### src/rtl/core/musdur_pkg.sv
package musdur_pkg;

  localparam int unsigned TICK_WIDTH_DEF = 32;
  localparam int unsigned POS_W          = 16;
  localparam int unsigned IN_DATA_W      = 8;

  // first byte of the score when the header gives a smaller offset
  localparam logic [POS_W-1:0] MIN_SCORE_START = 16'd8;
  localparam logic [POS_W-1:0] POS_START_LO    = 16'd6;
  localparam logic [POS_W-1:0] POS_START_HI    = 16'd7;

  localparam logic [2:0] EV_NOTE      = 3'd1;
  localparam logic [2:0] EV_SCORE_END = 3'd6;

  typedef enum logic [2:0] {
    PH_HEADER = 3'd0,
    PH_SKIP   = 3'd1,
    PH_EVENT  = 3'd2,
    PH_NOTE   = 3'd3,
    PH_ARGS   = 3'd4,
    PH_DELAY  = 3'd5,
    PH_DONE   = 3'd6
  } phase_t;

  // argument bytes that follow an event byte, by event type
  function automatic logic [1:0] arg_bytes(input logic [2:0] ev_type);
    logic [1:0] n;
    case (ev_type)
      3'd0:    n = 2'd1;
      3'd1:    n = 2'd1;
      3'd2:    n = 2'd1;
      3'd3:    n = 2'd1;
      3'd4:    n = 2'd2;
      3'd5:    n = 2'd0;
      3'd6:    n = 2'd0;
      default: n = 2'd1;
    endcase
    return n;
  endfunction

endpackage

### src/rtl/core/mus_score_duration_counter_top.sv
// channel | dir | handshake          | payload
// in_     | in  | tvalid/tready      | tdata[7:0] data_byte, tlast last_byte
// out_    | out | tvalid/tready      | tdata: tick_count, end_found above it
//
// one byte is taken per cycle while in_tready is high; each beat is parsed in the cycle it is accepted
// the result of a lump is registered at the clock edge that accepts its last byte
// in_tready drops only while a result is held and out_tready is low
// rst_n is synchronous; after reset and after every last byte the parser
// expects byte 0 of a new lump
module mus_score_duration_counter_top
  import musdur_pkg::*;
#(
  parameter int unsigned TICK_WIDTH = TICK_WIDTH_DEF
) (
  input  logic                                 clk,
  input  logic                                 rst_n,
  input  logic                                 in_tvalid,
  output logic                                 in_tready,
  input  logic [IN_DATA_W-1:0]                 in_tdata,  // data_byte
  input  logic                                 in_tlast,  // last_byte
  output logic                                 out_tvalid,
  input  logic                                 out_tready,
  output logic [((TICK_WIDTH+1+7)/8)*8-1:0]    out_tdata  // tick_count, end_found
);

  localparam int unsigned OUT_W = ((TICK_WIDTH + 1 + 7) / 8) * 8;

  logic [POS_W-1:0]      pos_r, pos_nxt;
  logic [POS_W-1:0]      start_r, start_nxt;
  phase_t                phase_r, phase_nxt;
  logic [1:0]            args_r, args_nxt;
  logic                  dfollow_r, dfollow_nxt;
  logic [TICK_WIDTH-1:0] accum_r, accum_nxt;
  logic [TICK_WIDTH-1:0] tick_r, tick_nxt;
  logic                  ended_r, ended_nxt;
  logic                  out_valid_r;
  logic [OUT_W-1:0]      out_data_r, out_data_nxt;

  logic                  in_beat;
  logic [2:0]            ev_type;
  logic [POS_W:0]        pos_inc;
  logic [POS_W-1:0]      start_hdr;
  logic [TICK_WIDTH-1:0] accum_shift;
  logic [TICK_WIDTH:0]   tick_sum;
  logic [TICK_WIDTH-1:0] tick_sat;
  logic [1:0]            args_dec;

  assign in_tready = !out_valid_r || out_tready;
  assign in_beat   = in_tvalid && in_tready;
  assign ev_type   = in_tdata[6:4];
  assign pos_inc   = {1'b0, pos_r} + 1'b1;
  assign start_hdr = {in_tdata, start_r[7:0]};

  // shifting in seven bits overflows once any of the top seven bits is set
  assign accum_shift = (accum_r[TICK_WIDTH-1 -: 7] != 7'd0) ? '1 :
                       {accum_r[TICK_WIDTH-8:0], in_tdata[6:0]};

  // one adder serves both the delay close and the lump close
  assign tick_sum = {1'b0, tick_r} + {1'b0, accum_shift};
  assign tick_sat = tick_sum[TICK_WIDTH] ? '1 : tick_sum[TICK_WIDTH-1:0];

  always_comb begin
    pos_nxt     = (pos_r == '1) ? pos_r : pos_inc[POS_W-1:0];
    start_nxt   = start_r;
    phase_nxt   = phase_r;
    args_nxt    = args_r;
    dfollow_nxt = dfollow_r;
    accum_nxt   = accum_r;
    tick_nxt    = tick_r;
    ended_nxt   = ended_r;
    args_dec    = (args_r != 2'd0) ? args_r - 2'd1 : args_r;
    case (phase_r)
      PH_HEADER: begin
        if (pos_r == POS_START_LO) begin
          start_nxt = {8'd0, in_tdata};
        end else if (pos_r == POS_START_HI) begin
          start_nxt = (start_hdr < MIN_SCORE_START) ? MIN_SCORE_START : start_hdr;
          phase_nxt = (start_nxt == MIN_SCORE_START) ? PH_EVENT : PH_SKIP;
        end
      end
      PH_SKIP: begin
        if (pos_inc >= {1'b0, start_r}) phase_nxt = PH_EVENT;
      end
      PH_EVENT: begin
        dfollow_nxt = in_tdata[7];
        if (ev_type == EV_SCORE_END) begin
          ended_nxt = 1'b1;
          phase_nxt = PH_DONE;
        end else if (ev_type == EV_NOTE) begin
          phase_nxt = PH_NOTE;
        end else if (arg_bytes(ev_type) != 2'd0) begin
          args_nxt  = arg_bytes(ev_type);
          phase_nxt = PH_ARGS;
        end else if (in_tdata[7]) begin
          accum_nxt = '0;
          phase_nxt = PH_DELAY;
        end else begin
          phase_nxt = PH_EVENT;
        end
      end
      PH_NOTE: begin
        if (in_tdata[7]) begin
          args_nxt  = 2'd1;
          phase_nxt = PH_ARGS;
        end else if (dfollow_r) begin
          accum_nxt = '0;
          phase_nxt = PH_DELAY;
        end else begin
          phase_nxt = PH_EVENT;
        end
      end
      PH_ARGS: begin
        args_nxt = args_dec;
        if (args_dec == 2'd0) begin
          if (dfollow_r) begin
            accum_nxt = '0;
            phase_nxt = PH_DELAY;
          end else begin
            phase_nxt = PH_EVENT;
          end
        end
      end
      PH_DELAY: begin
        if (in_tdata[7]) begin
          accum_nxt = accum_shift;
        end else begin
          tick_nxt  = tick_sat;
          accum_nxt = '0;
          phase_nxt = PH_EVENT;
        end
      end
      default: begin
      end
    endcase
  end

  // a lump that stops inside a delay still adds the part gathered so far
  always_comb begin
    out_data_nxt                 = '0;
    out_data_nxt[TICK_WIDTH-1:0] = (phase_r == PH_DELAY) ? tick_sat : tick_r;
    out_data_nxt[TICK_WIDTH]     = ended_nxt;
  end

  always_ff @(posedge clk) begin
    if (!rst_n) begin
      pos_r       <= '0;
      start_r     <= '0;
      phase_r     <= PH_HEADER;
      args_r      <= '0;
      dfollow_r   <= 1'b0;
      accum_r     <= '0;
      tick_r      <= '0;
      ended_r     <= 1'b0;
      out_valid_r <= 1'b0;
    end else begin
      out_valid_r <= (out_valid_r && !out_tready) || (in_beat && in_tlast);
      if (in_beat) begin
        if (in_tlast) begin
          pos_r       <= '0;
          start_r     <= '0;
          phase_r     <= PH_HEADER;
          args_r      <= '0;
          dfollow_r   <= 1'b0;
          accum_r     <= '0;
          tick_r      <= '0;
          ended_r     <= 1'b0;
        end else begin
          pos_r     <= pos_nxt;
          start_r   <= start_nxt;
          phase_r   <= phase_nxt;
          args_r    <= args_nxt;
          dfollow_r <= dfollow_nxt;
          accum_r   <= accum_nxt;
          tick_r    <= tick_nxt;
          ended_r   <= ended_nxt;
        end
      end
    end
  end

  always_ff @(posedge clk) begin
    if (in_beat && in_tlast) out_data_r <= out_data_nxt;
  end

  assign out_tvalid = out_valid_r;
  assign out_tdata  = out_data_r;

  a_last_restarts: assert property (@(posedge clk) disable iff (!rst_n)
    in_beat && in_tlast |=> phase_r == PH_HEADER && pos_r == '0 && out_valid_r)
    else $error("last beat did not restart the parser");

  a_done_ended: assert property (@(posedge clk) disable iff (!rst_n)
    phase_r == PH_DONE |-> ended_r)
    else $error("score done without end flag");

  a_args_pending: assert property (@(posedge clk) disable iff (!rst_n)
    phase_r == PH_ARGS |-> args_r != 2'd0)
    else $error("argument phase with no bytes left");

  a_delay_flag: assert property (@(posedge clk) disable iff (!rst_n)
    phase_r == PH_DELAY |-> dfollow_r)
    else $error("delay phase without delay flag");

endmodule

### config.mk
export PLATFORM = sky130hd
export DESIGN_NAME = mus_score_duration_counter_top
export DESIGN_NICKNAME = d
export VERILOG_FILES = /design/src/rtl/core/musdur_pkg.sv /design/src/rtl/core/mus_score_duration_counter_top.sv
export SDC_FILE = /design/constraint.sdc
export NUM_CORES = 1
export LEC_CHECK = 0
export BUFFER_PORTS_ARGS = -buffer_cell sky130_fd_sc_hd__clkbuf_2
export CAP_MARGIN = 20
export CELL_PAD_IN_SITES_DETAIL_PLACEMENT = 0
export CELL_PAD_IN_SITES_GLOBAL_PLACEMENT = 1
export CORE_MARGIN = 4
export CORE_UTILIZATION = 34
export CTS_BUF_LIST = sky130_fd_sc_hd__clkbuf_8
export DETAILED_ROUTE_END_ITERATION = 12
export PLACE_DENSITY = 0.66
export SLEW_MARGIN = 5
export SYNTH_ARGS = -nofsm -noshare
export SYNTH_HDL_FRONTEND = slang
export SYNTH_SLANG_ARGS = --single-unit
### constraint.sdc
create_clock -name clk -period 3.25 [get_ports clk]
set_clock_uncertainty 0.15 [all_clocks]
set_input_delay 0 -clock clk [delete_from_list [all_inputs] [get_ports clk]]
set_output_delay 0 -clock clk [all_outputs]
set_load 0.05 [all_outputs]
==> summary.md <==
| Metric | Value |
|---|---|
| Status | `complete, but fails checks` |
| Failing checks | `negative setup slack` |
| Placer Congestion | `0.857` |
| Largest net degree at the start of global routing | `59` |
| Setup TNS | `-9.31 ns` |
| Fmax | `roughly 0.28 GHz` |
| Drt first pass iters | `5` |
| GR Util All Layers | `a little under a fifth` |
| Max clock buf depth | `2` |
| Combinational Power Share | `under 10%` |
| #FFs+latches synth | `around 140` |
| Final setup fails | `64` |
| Slew headroom | `slightly above 40%` |
| RSZ-0062 raised after global routing | `yes` |
| Initial antenna violation count | `0` |
| Core area | `between 20000 and 25000 um^2` |
| Max Cap Viol | `0` |
| Pwr per Cell Area | `roughly 310 nW/um^2` |
| Routed vias/inst | `5.17` |
| Cell variety after synth | `about 70` |
| Sequential share of power | `approximately 50%` |
| Routed WL per cell | `roughly 16 um` |
| ANT cells | `0` |
| CTS tree | `done` |
| Final Hold Vio Count | `0` |
| Initial DRC count | `around 440` |
| Delay of the slowest cell on the worst path | `0.42 ns` |
| Die Wd | `around 170 um` |
| EDFF count, synth | `33` |
| Nets | `1321` |
| Min Tclk post-route | `around 3.6 ns` |
| Worst hold-check path type | `input port to register` |
| Residual DRC | `0` |
| Vias in the first global route | `slightly below 8000` |
| WHS | `around 0.26 ns` |
| Most frequent cells in the layout | `buf_4 (154), nand2_1 (146), dfxtp_1 (103)` |
| Die area | `between 20000 and 30000 um^2` |
| Warnings from Yosys | `0` |
| Net switching power | `roughly 940 uW` |
| Syn Area/Cell | `approximately 7.8 um^2` |
| Yosys top cell area share | `about 24%` |
| CP max FO | `17` |
| Seq/Total Area, Yosys | `~36%` |
| Post-DP HPWL | `between 15000 and 20000 um` |
| # rows | `57` |
| Remaining global-route overflow | `0` |
| Least-Margin Pin Slew | `around 0.88 ns` |
| Reg clk slew, reported paths | `around 0.08 ns` |
| Cell count after synthesis | `1084` |
| CTS root buf | `clkbuf_8` |
| Initial Utilization | `a little over a third` |
| Period utilization | `109%` |
| Worst Path Class, Setup | `register to register` |
| Clk_lat worst skew | `between 0.4 and 0.5 ns` |
| Worst path required time | `between 3 and 4 ns` |
| WP buf/inv | `3` |
| Post-route ant nets | `0` |
| VDD IR max | `slightly below 0.2 mV` |
| Area Overhead vs Synth | `33.2%` |
| Die span in y | `166 um` |
| First-pass GRT wire length | `roughly 41000 um` |
| Async S/R FF share, synth | `0%` |
| Total power draw | `around 3.5 mW` |
| Number of port buffers | `between 40 and 50` |
| Layout cell share with drive strength beyond 1 | `between 20 and 30%` |
| Setup crit start kind | `register` |
| Total Wirelength | `between 20000 and 30000 um` |
| Post-synthesis cell area | `8510 um^2` |
| H-tree levels | `4` |
| Most used cell, CP | `nand2_1` |
| Top delay family on crit path | `compound AO/OA/AOI/OAI gates` |
| Leakage power | `4.64 nW` |
| Dominant synthesized flop cell | `dfxtp_1` |
| Arrival time at the worst endpoint | `3.59 ns` |
| Switching share of total power | `26.6%` |
| CP Cell Sequence | `nor4_2 -> nand2_1 -> buf_6 -> or2_4 -> ha_4 -> inv_2 -> fa_2 -> nor2b_2 -> o31a_1 -> o311a_1 -> o21ai_2 -> buf_4 -> o211ai_1 -> nand2_1 -> xor2_1 -> a21oi_1` |
| Crit-path slowest cell | `o311a_1` |
| Area contributors post-synth | `dfxtp_1 (24%), edfxtp_1 (12%), ha_1 (7.4%)` |
| Pins Over Slew Limit | `0` |
| Most common cell after layout, fill and taps aside | `buf_4` |
| Internal Power | `roughly 2.6 mW` |
| Clk pwr share | `between 40% and 50%` |
| IO Pins | `55` |
| Final Worst Setup Slack | `-0.306 ns` |
| Largest area contributor in the netlist | `dfxtp_1` |
| CP Capture Type | `register` |
| Clock sinks | `approximately 140` |
| Via count | `between 8000 and 9000` |
| CTS Buf Count | `17` |
| Place WS | `-0.457 ns` |
worst register-to-register path, delay by kind of cell (launching register included):
kind | cells | cell delay [ns]
buf+inv | 3 | 0.36
compound gates | 5 | 1.11
flops | 1 | 0.33
xor+xnor | 1 | 0.19
fa+ha+maj | 2 | 0.37
simple gates | 5 | 0.78
path summary, 6_finish.rpt:
| path | slack [ns] | start | end | cells after the start |
|---|---|---|---|---|
| worst min register to register | 0.30 | accum_r[21] | accum_r[21] | 2 |
| worst max-delay path | -0.31 | accum_r[31] | out_tdata[30] | 16 |
| worst max register to register | -0.31 | accum_r[31] | out_tdata[30] | 16 |
| worst min-delay path | 0.26 | in_tdata[0] | start_r[8] | 4 |
layer usage:
metal | wire [um] | track usage (%) | up-vias | share of wire [%]
met5 | 0 | 0 | - | 0
met4 | 276 | 3.62 | 0 | 1.1
met3 | 976 | 2.71 | 21 | 3.7
met2 | 12700 | 30.9 | 157 | 49
met1 | 12200 | 24.4 | 3884 | 47
li1 | - | - | 4180 | -
per-stage QoR:
step | util, % | instance area, um^2 | instances
global route | 46.3 | 11300 | 1594
detailed placement | 41.3 | 10100 | 1534
floorplan | - | 8660 | 1090
global placement | 41.3 | 10100 | 1534
finish | 46.3 | 11300 | 1594
CTS | 44.9 | 11000 | 1585
power groups by stage:
stage | Combinational, mW | Sequential [mW] | Clock [mW]
finish | 0.306 | 1.77 | 1.46
global route | 0.332 | 1.77 | 1.56
CTS | 0.308 | 1.77 | 1.50
detailed placement | 0.292 | 1.81 | 0
global placement | 0.292 | 1.81 | 0
floorplan | 0.161 | 1.86 | 0
logic make-up after synthesis:
family	Yosys count	synth area share [%]
simple gates	416	23.2
compound gates	321	22.9
flops	137	36.1
buf+inv	114	5.52
fa+ha+maj	51	7.59
xor+xnor	38	3.91
mux	6	0.721
other cells	1	0.0441
state kept, by name, indices dropped and copies added, names as in the netlist:
name / count
accum_r: 32
args_r: 2
dfollow_r: 1
ended_r: 1
out_tdata: 33
out_tvalid: 1
phase_r: 3
pos_r: 16
start_r: 16
tick_r: 32
synthesized netlist by cell type, types with 21 or more instances:
| cell | count |
|---|---|
| nor2_1 | 85 |
| ha_1 | 50 |
| o21ai_0 | 92 |
| edfxtp_1 | 33 |
| xnor2_1 | 21 |
| inv_1 | 39 |
| nand2_1 | 148 |
| dfxtp_1 | 104 |
| a21oi_1 | 103 |
| clkbuf_1 | 56 |
| or2_2 | 32 |
| nand3_1 | 55 |
layout make-up:
class                   instances  area, um^2
well taps                     324         405
flip-flops and latches        137        3070
multi-input cells             839        5620
clock inverters                11         104
inverters                      39         146
fillers                      2403       13100
clock buffers                  21         289
repair buffers                223        1700
repair_timing:
action,in CTS,in global routing
hold buffers,12,0
setup endpoints to repair,64,67
gates cloned,0,4
pin swaps,13,36
resized for setup,83,76
hold endpoints to repair,39,0
buffers inserted,7,5
Power figures use the tool's default switching activity.
